$ cat src/rtl/core/savitzky_golay_smoother_core_defines.svh
// assertion helpers shared by the smoother rtl
`ifndef SAVITZKY_GOLAY_SMOOTHER_CORE_DEFINES_SVH
`define SAVITZKY_GOLAY_SMOOTHER_CORE_DEFINES_SVH

// same-cycle implication, clocked on clk_i, off during reset
`define SGS_ASSERT_NOW(label, ante, cons, msg) \
  label: assert property (@(posedge clk_i) disable iff (!rst_ni) (ante) |-> (cons)) \
    else $error(msg);

// next-cycle implication
`define SGS_ASSERT_NEXT(label, ante, cons, msg) \
  label: assert property (@(posedge clk_i) disable iff (!rst_ni) (ante) |=> (cons)) \
    else $error(msg);

`endif

$ cat src/rtl/core/sgs_ram.sv
module sgs_ram #(
  parameter int unsigned WIDTH = 8,
  parameter int unsigned DEPTH = 16
) (
  input  logic                     clk_i,
  input  logic                     we_i,
  input  logic [$clog2(DEPTH)-1:0] waddr_i,
  input  logic [WIDTH-1:0]         wdata_i,
  input  logic [$clog2(DEPTH)-1:0] raddr_i,
  output logic [WIDTH-1:0]         rdata_o
);

  logic [WIDTH-1:0] mem_q [DEPTH];
  logic [WIDTH-1:0] rdata_q;

  always_ff @(posedge clk_i) begin
    if (we_i) begin
      mem_q[waddr_i] <= wdata_i;
    end
    rdata_q <= mem_q[raddr_i];
  end

  assign rdata_o = rdata_q;

endmodule

$ cat config.mk
export PLATFORM = sky130hd
export DESIGN_NAME = sgs_ram
export DESIGN_NICKNAME = d
export VERILOG_FILES = /design/src/rtl/core/savitzky_golay_smoother_core_defines.svh /design/src/rtl/core/sgs_ram.sv
export SDC_FILE = /design/constraint.sdc
export NUM_CORES = 1
export LEC_CHECK = 0
export BUFFER_PORTS_ARGS = -buffer_cell sky130_fd_sc_hd__buf_2
export CAP_MARGIN = 5
export CELL_PAD_IN_SITES_DETAIL_PLACEMENT = 0
export CELL_PAD_IN_SITES_GLOBAL_PLACEMENT = 1
export CORE_MARGIN = 10
export CORE_UTILIZATION = 40
export DETAILED_ROUTE_END_ITERATION = 8
export GPL_TIMING_DRIVEN = 0
export PLACE_DENSITY_LB_ADDON = 0.1
export SLEW_MARGIN = 20
export SYNTH_ARGS = -nofsm -noshare
export SYNTH_HDL_FRONTEND = slang
export SYNTH_SLANG_ARGS = --single-unit
$ cat constraint.sdc
create_clock -name clk_i -period 1.7 [get_ports clk_i]
set_clock_uncertainty 0.15 [all_clocks]
set_input_delay 0.17 -clock clk_i [delete_from_list [all_inputs] [get_ports clk_i]]
set_output_delay 0.17 -clock clk_i [all_outputs]
set_load 0.02 [all_outputs]
==> results.sh <==
export IMPL_antenna_found_initial=0
export IMPL_core_area_um2=12600
export IMPL_io_pin_count=26
export IMPL_dpl_hpwl_um=6670
export IMPL_firstDrtPassIters=4
export IMPL_clockBufferDepth=2
export IMPL_vias=2333
export IMPL_chipWidth_um=133
export IMPL_cts_hold_fix_buffers=0
export IMPL_final_util_pct=48.0
export IMPL_start_kind="primary input"
export IMPL_dieArea_um2=17800
export IMPL_first_global_vias=2457
export IMPL_initialDrtViolationCount=213
export IMPL_die_h_um=133
export IMPL_root_buffer="clkbuf_16"
export IMPL_hold_viol_final=0
export IMPL_hold_path_class="in -> reg"
export IMPL_p_leak_nw=2.02
export IMPL_initial_core_util_pct=40.8
export IMPL_postCtsSetupBuffers=0
export IMPL_overflow=0
export IMPL_final_common_cell="edfxtp_1"
export IMPL_period_needed_ns=1.59
export IMPL_crit_fanout=8
export IMPL_grt_pass1_wl_um=15600
export IMPL_diodes=0
export IMPL_syn_area_per_cell_um2=22.5
export IMPL_drv_slew=0
export IMPL_drc=0
export IMPL_hold_path_end="mem_q[5][6]"
export IMPL_synth_cell_type_count=19
export IMPL_yosysWarningCount=0
export IMPL_fin_nets=290
export IMPL_clock_latency_ns=0.42
export IMPL_hold_depth=1
export IMPL_r2r_end="rdata_o[1]"
export IMPL_crit_arrival_ns=1.48
export IMPL_gp_congestion=0.673
export IMPL_rsz0062_at_grt="false"
export IMPL_clock_sinks=136
export IMPL_cp_cell_sequence="buf_2 -> or3b_2 -> nor2_1"
export IMPL_fillers=1087
export IMPL_max_vdd_ir_drop_uv=657
export IMPL_synthToLayoutAreaGrowth_pct=17.8
export IMPL_critPathMaxStageDelay_ns=0.66
export IMPL_cts_buffers=17
export IMPL_htreeDepth=4
export IMPL_place_inst=425
export IMPL_ys_seq_area_share_pct=77.8
export IMPL_worstPathRequired_ns=1.59
export IMPL_synth_area_um2=5150
export IMPL_ys_ff_latch=136
export IMPL_final_cells=456
export IMPL_setup_viol=0
export IMPL_grt_max_degree=17
export IMPL_r2r_start="mem_q[4][1]"
export IMPL_drv_cap=0
export IMPL_min_from="wdata_i[6]"
export IMPL_final_cell_mix="128 x edfxtp_1, 27 x buf_2, 18 x mux4_2"
export IMPL_maxSlewHeadroom_pct=42.6
export IMPL_end_kind="register"
export IMPL_powerDensity_nw_per_um2=1250
export IMPL_synth_fp_nets=247
export IMPL_track_usage_pct=12.4
export IMPL_reg2reg_depth=3
export IMPL_p_total_mw=7.55
export IMPL_post_route_period_util_pct=93.7
export IMPL_finalSetupTns_ns=0
export IMPL_cts_tree="built"
export IMPL_drtAntennaViolNets=0
export IMPL_r2r_slack_ns=0.15
export IMPL_cts_resized=0
export IMPL_drt_total_wl_um=10500
export IMPL_rows=41
export IMPL_fmax_mhz=628
export IMPL_postSynthCellCount=229
export IMPL_numPortBuffers=24
export IMPL_status="complete, no violations"
export IMPL_critical_path_slowest_cell="nor2_1"
export IMPL_wl_per_cell_um=22.9
export IMPL_hold_ws_ns=0.0105
export IMPL_viasPerCell=5.12
export IMPL_clk_pin_slew_ns=0.05
export IMPL_worst_pin_slew_ns=0.858
export IMPL_crit_type="in -> reg"
export IMPL_drive_gt1_share_pct=29.2
[sequential cells by signal, indices dropped and copies added (netlist names)]
signal and flops:
rdata_o 8, mem_q 128
[logic make-up after synthesis]
group	Yosys count	share of synthesized area, %
buffers and inverters	10	1.68
AOI/OAI and AO/OA	16	2.33
and+or+nand+nor	35	3.18
muxes	32	15.0
DFF	136	77.8
[routing by layer]
metal  vias up  wire length [µm]  GRT usage (%)
li1       1062                 -              -
met1      1202              4800           16.3
met2        51              4990           18.2
met3        18               433           3.72
met4         0               235           6.83
met5         -                 0              0
[how the worst max path moves through the flow]
stage	start	cells past startpoint	endpoint
floorplan	waddr_i[2]	2	mem_q[3][0]
global placement	waddr_i[2]	3	mem_q[8][3]
CTS	waddr_i[2]	3	mem_q[2][1]
global route	waddr_i[2]	3	mem_q[2][2]
detailed placement	waddr_i[2]	3	mem_q[2][0]
finish	waddr_i[2]	3	mem_q[2][3]
[per-stage QoR]
stage	setup slack [ns]	cell area, µm²
final	0.107	6060
after global routing	0.0457	6060
after CTS	0.0734	6060
after detailed placement	-0.364	5500
after global placement	-0.533	5490
after floorplan	0.114	5150
[worst max-delay path, delay by kind of cell]
kind          cells  cell delay [ns]
simple gates      2             1.20
buf+inv           1             0.12
[cell usage after synthesis]
cell,instances,area share [%]
buf_4,1,0.15
or3b_2,1,0.17
nor2b_1,1,0.12
nand3b_1,2,0.29
nor3_1,4,0.39
a22oi_1,16,2.3
nand2b_1,2,0.24
edfxtp_1,128,75
mux4_1,14,7.1
and2b_1,1,0.15
nand3_1,1,0.097
mux4_2,18,7.9
nand2_1,9,0.66
and2_1,1,0.12
clkdlybuf4s25_2,3,0.58
dfxtp_1,8,3.1
nor2_1,13,0.95
buf_6,3,0.66
buf_2,3,0.29
[cell type report]
type	count	area, µm²	area share, %
flip-flops and latches	136	4000	66.0
multi-input cells	83	1080	17.8
clock buffers	30	554	9.14
well taps	172	215	3.55
repair buffers	24	120	1.98
plain buffers	10	86.3	1.42
clock inverters	1	5.00	0.0826
[power by group]
group | switching [mW] | internal, mW | leakage [nW] | total, mW
Combinational | 0.240 | 0.150 | 0.520 | 0.389
Clock | 1.23 | 2.17 | 0.277 | 3.39
Sequential | 0.0157 | 3.75 | 1.22 | 3.77
Total | 1.48 | 6.07 | 2.02 | 7.55
Note: power is estimated with default switching activity, not from simulation.
