`config.mk`:
```
export PLATFORM = sky130hd
export DESIGN_NAME = sgs_mac
export DESIGN_NICKNAME = d
export VERILOG_FILES = /design/src/rtl/core/sgs_pkg.sv /design/src/rtl/core/sgs_mac.sv
export VERILOG_INCLUDE_DIRS = /design/src /design/src/rtl/core
export SDC_FILE = /design/constraint.sdc
export NUM_CORES = 1
export LEC_CHECK = 0
export BUFFER_PORTS_ARGS = -buffer_cell sky130_fd_sc_hd__buf_2
export CORE_ASPECT_RATIO = 1.4
export CORE_MARGIN = 5
export CORE_UTILIZATION = 70
export CTS_CLUSTER_SIZE = 40
export DETAILED_ROUTE_END_ITERATION = 8
export GPL_TIMING_DRIVEN = 0
export PLACE_DENSITY = 0.89
export SYNTH_ARGS = -nofsm -noshare
export SYNTH_HDL_FRONTEND = slang
export SYNTH_SLANG_ARGS = --single-unit
```
`constraint.sdc`:
```
create_clock -name clk_i -period 7.5 [get_ports clk_i]
set_input_delay 0.375 -clock clk_i [delete_from_list [all_inputs] [get_ports clk_i]]
set_output_delay 0.375 -clock clk_i [all_outputs]
set_load 0.005 [all_outputs]
```
`src/rtl/core/savitzky_golay_smoother_core_defines.svh`:
```
// assertion helpers shared by the smoother rtl
`ifndef SAVITZKY_GOLAY_SMOOTHER_CORE_DEFINES_SVH
`define SAVITZKY_GOLAY_SMOOTHER_CORE_DEFINES_SVH

// same-cycle implication, clocked on clk_i, off during reset
`define SGS_ASSERT_NOW(label, ante, cons, msg) \
  label: assert property (@(posedge clk_i) disable iff (!rst_ni) (ante) |-> (cons)) \
    else $error(msg);

// next-cycle implication
`define SGS_ASSERT_NEXT(label, ante, cons, msg) \
  label: assert property (@(posedge clk_i) disable iff (!rst_ni) (ante) |=> (cons)) \
    else $error(msg);

`endif

```
`src/rtl/core/sgs_pkg.sv`:
```
package sgs_pkg;

  localparam int unsigned SAMPLE_W = 24;
  localparam int unsigned COEF_W   = 18;
  localparam int unsigned CFG_W    = 5;

  localparam logic OP_SAMPLE = 1'b0;
  localparam logic OP_COEF   = 1'b1;

  typedef enum logic [1:0] {
    STATUS_OK    = 2'd0,
    STATUS_SAT   = 2'd1,
    STATUS_SHORT = 2'd2
  } status_e;

  typedef enum logic [1:0] {
    ST_IDLE,
    ST_ISSUE,
    ST_DRAIN,
    ST_OUT
  } state_e;

  typedef struct packed {
    logic clear;
    logic issue;
  } mac_ctrl_t;

endpackage

```
`src/rtl/core/sgs_mac.sv`:
```
`include "savitzky_golay_smoother_core_defines.svh"

module sgs_mac #(
  parameter int unsigned MAX_WIN        = 33,
  parameter int unsigned COEF_FRAC_BITS = 14
) (
  input  logic                                 clk_i,
  input  logic                                 rst_ni,
  input  sgs_pkg::mac_ctrl_t                   ctrl_i,
  input  logic signed [sgs_pkg::COEF_W-1:0]    coef_i,
  input  logic signed [sgs_pkg::SAMPLE_W-1:0]  samp_i,
  output logic                                 busy_o,
  output logic signed [sgs_pkg::SAMPLE_W-1:0]  result_o,
  output logic                                 sat_o
);

  localparam int unsigned PROD_W = sgs_pkg::SAMPLE_W + sgs_pkg::COEF_W;
  localparam int unsigned ACC_W  = PROD_W + $clog2(MAX_WIN);
  localparam int unsigned RND_W  = ACC_W + 1;
  localparam logic signed [RND_W-1:0] HALF_LSB = RND_W'(1) <<< (COEF_FRAC_BITS - 1);
  localparam logic signed [RND_W-1:0] OUT_MAX  = RND_W'((1 << (sgs_pkg::SAMPLE_W - 1)) - 1);
  localparam logic signed [RND_W-1:0] OUT_MIN  = -(RND_W'(1) <<< (sgs_pkg::SAMPLE_W - 1));

  logic                     v1_q, v2_q;
  logic signed [PROD_W-1:0] prod_q;
  logic signed [ACC_W-1:0]  acc_q;
  logic signed [RND_W-1:0]  rnd, quo;

  // read data valid, then product valid
  always_ff @(posedge clk_i or negedge rst_ni) begin
    if (!rst_ni) begin
      v1_q <= 1'b0;
      v2_q <= 1'b0;
    end else begin
      v1_q <= ctrl_i.issue;
      v2_q <= v1_q;
    end
  end

  always_ff @(posedge clk_i) begin
    prod_q <= PROD_W'(coef_i) * PROD_W'(samp_i);
    if (ctrl_i.clear) begin
      acc_q <= '0;
    end else if (v2_q) begin
      acc_q <= acc_q + ACC_W'(prod_q);
    end
  end

  // round half up, floor shift, saturate
  always_comb begin
    rnd   = RND_W'(acc_q) + HALF_LSB;
    quo   = rnd >>> COEF_FRAC_BITS;
    sat_o = 1'b0;
    result_o = sgs_pkg::SAMPLE_W'(quo);
    if (quo > OUT_MAX) begin
      result_o = sgs_pkg::SAMPLE_W'(OUT_MAX);
      sat_o    = 1'b1;
    end else if (quo < OUT_MIN) begin
      result_o = sgs_pkg::SAMPLE_W'(OUT_MIN);
      sat_o    = 1'b1;
    end
  end

  assign busy_o = v1_q | v2_q;

  `SGS_ASSERT_NOW(a_clear_idle, ctrl_i.clear, !busy_o, "mac cleared while taps in flight")
  `SGS_ASSERT_NOW(a_clear_no_issue, ctrl_i.clear, !(v2_q && ctrl_i.issue && v1_q), "overlap")
  `SGS_ASSERT_NEXT(a_pipe_moves, v1_q, v2_q, "product stage lost a tap")

endmodule

```
==> results.py <==
metrics = {
    "outcome": {
        "status": "finished, final reports clean",
    },
    "logic_synthesis": {
        "synth_top_family_by_area": "adder cells",
        "yosys.area_share.simple_pct": 16.6,
        "synthAdderAreaFrac_pct": 48.5,
        "synthCells": 2483,
        "ys_seq_area_share_pct": 8.61,
        "synth_compound_area_share_pct": 9.04,
        "synth_mux_area_share_pct": 1.73,
        "syn_area_sq_mm": 0.0215,
        "syn_area_per_cell_sq_um": 8.67,
        "synthDistinctLibCells": 66,
        "async_flop_share_pct": 2.17,
        "synthXorXnorAreaFrac_pct": 4.36,
        "yosysWarningCount": 0,
        "ys_seq_elements": 92,
        "syn-num-nets": 3108,
        "synth-edff-count": 0,
        "synth_largest_area_cell": "fa_1",
        "yosys_most_used_dff": "dfxtp_1",
        "synth_top_area_share_pct": 39.6,
        "synth_area_leaders": "fa_1 40%, inv_1 9.0%, ha_1 8.9%",
    },
    "critical_path": {
        "r2r_start": "acc_q[0]",
        "cp-start-kind": "input pin",
        "r2r_end": "acc_q[44]",
        "cp_slowest_cell": "fa_1",
        "path_common_cell": "fa_1",
        "end_kind": "register",
        "crit_fanout": 10,
        "regToRegSetupSlack_ns": 3.60,
        "cp_top_family": "adder cells",
        "critPathBufInv": 8,
        "path_class": "in2reg",
        "critPathArrivalTime_ns": 7.57,
        "reg2reg_depth": 12,
        "critPathRequiredTime_ns": 7.78,
        "slowest_delay_ns": 0.59,
    },
    "route": {
        "wl_met1_um": 20700,
        "drtIter0Drc": 1120,
        "drt_first_pass_iters": 6,
        "wl_per_cell_um": 19.7,
        "vias_per_cell": 5.91,
        "wl_met2_um": 28500,
        "highest-signal-layer": "met5",
        "routed_wl_um": 58100,
        "routed-via-count": 17400,
        "drc": 0,
        "antenna_left": 0,
        "wl_met3_um": 5140,
    },
    "timing": {
        "finClkSkew_ns": 0.00819,
        "slew_headroom_pct": 45.5,
        "fin_hold_ws_ns": 0.121,
        "hold_viol": 0,
        "fin_crit_sh_pct": 97.2,
        "fmax_mhz": 137,
        "finalSetupTns_ns": 0,
        "setup_viol": 0,
        "worst_slack_ns": 0.213,
        "worst_pin_slew_ns": 0.817,
        "drv_slew": 0,
        "finalCriticalPeriod_ns": 7.29,
        "grt_setup_unrepaired": "true",
    },
    "floorplan": {
        "coreArea_sq_mm": 0.0305,
        "die_y_um": 217,
        "chipWidth_um": 158,
        "start_util_pct": 70.5,
        "io_pins": 72,
        "die_area_sq_mm": 0.0344,
        "rows": 76,
    },
    "min_path": {
        "holdCritStartpoint": "ctrl_i[0]",
        "min_to": "v1_q",
        "min_path_type": "in2reg",
        "hold_depth": 1,
    },
    "placement": {
        "port-buffer-count": 55,
        "gp_congestion": 0.998,
        "hpwlAfterDp_um": 48900,
        "pre_cts_slack_ns": -0.309,
    },
    "global_routing": {
        "grt_max_degree": 16,
        "overflow": 0,
        "grtUsageTotal_pct": 35.4,
        "grt_pass1_vias": 18800,
        "grt_first_pass_wirelength_um": 94500,
        "antenna_found_initial": 2,
    },
    "cells_and_area": {
        "antennaDiodeCount": 0,
        "final_nets": 3175,
        "layout_commonest_cell": "inv_1",
        "drive_gt1_share_pct": 3.80,
        "layout_common_cells": "514 x inv_1, 426 x fa_1, 328 x nand2_1, 153 x and2_1, 153 x ha_1",
        "area_growth_pct": 5.25,
    },
    "flow_run": {
        "max_cap_viol_count": 0,
    },
    "clock_tree": {
        "clk_latency_ns": 0.36,
        "cts_tree": "built",
        "path_clk_slew_ns": 0.06,
        "numCtsBuffers": 9,
        "clock_sinks": 92,
        "clk_path_buf_depth": 2,
        "cts_root_buf": "clkbuf_16",
        "htreeDepth": 3,
    },
}
worst reg2reg max path, stage by stage (launching register included):
cell      delay (ns)
dfxtp_1         0.34
ha_1            0.23
inv_1           0.08
fa_1            0.40
nand2b_1        0.20
a21oi_1         0.20
o21ai_0         0.19
o21a_1          0.32
o31a_1          0.40
o21ai_0         0.37
a31oi_1         0.25
o41ai_1         0.58
o311ai_0        0.20
cells by family after synthesis:
group | Yosys count
AND/OR/NAND/NOR | 738
buffers and inverters | 632
adder cells (fa/ha/maj) | 579
AO/OA/AOI/OAI | 298
XOR/XNOR | 107
flip-flops | 92
multiplexers | 37
state kept, by name, indices dropped and copies added (netlist names):
register,cells
acc_q,48
v2_q,1
prod_q,42
v1_q,1
worst max path at each step:
| stage | start | slack [ns] | cells past startpoint | to |
|---|---|---|---|---|
| CTS | samp_i[8] | 0.04 | 26 | prod_q[41] |
| detailed placement | samp_i[8] | -0.31 | 26 | prod_q[41] |
| global route | samp_i[12] | -0.08 | 26 | prod_q[41] |
| finish | samp_i[10] | 0.21 | 26 | prod_q[41] |
| global placement | samp_i[8] | -0.10 | 26 | prod_q[41] |
| floorplan | samp_i[9] | 1.10 | 23 | prod_q[41] |
layout make-up:
| cell class | instances | area (sq um) |
|---|---|---|
| tap | 390 | 488 |
| sequential | 92 | 1850 |
| fill | 2239 | 7880 |
| clock buffer | 11 | 243 |
| buffer | 118 | 465 |
| multi-input combinational | 1759 | 17300 |
| clock inverter | 5 | 106 |
| timing repair buffer | 56 | 285 |
| inverter | 514 | 1930 |
synth_stat cells (7+ instances only):
library cell	n
xnor2_1	74
xor2_1	33
and3_1	7
nor2b_1	24
o21ai_1	20
and4_1	7
nand3_1	37
nor2_1	96
nand2_1	328
nor3b_1	8
o21bai_1	18
a31oi_1	10
fa_1	426
o21ai_0	43
a21oi_1	79
nor3_1	16
a21o_1	42
and2_1	153
nand4_1	16
a211oi_1	12
o21a_1	19
ha_1	153
o22ai_1	7
inv_1	514
dfxtp_1	90
nand2b_1	21
clkbuf_1	111
mux2i_1	35
stage by stage:
step	area [sq um]	cells	util, %
after floorplan	21500	2483	-
after global placement	22300	2928	73.0
after detailed placement	22300	2928	73.0
after CTS	22600	2945	74.2
after global routing	22600	2945	74.2
final	22600	2945	74.2
per-layer routing:
metal  global-route usage [%]  up-vias
li1                         -     7746
met1                     42.0     8515
met2                     59.8      891
met3                     7.44      255
met4                     19.0        4
met5                        0        -
timing repair:
item / in CTS / in global routing
endpoints found under the hold margin: 2 / 0
resized for setup: 0 / 10
buffers inserted: 0 / 0
setup endpoints to repair: 0 / 4
hold buffers: 1 / 0
Power is left out: the tool's default activity adds up to more than one toggle a clock period on the data nets, which glitch-free logic cannot reach.
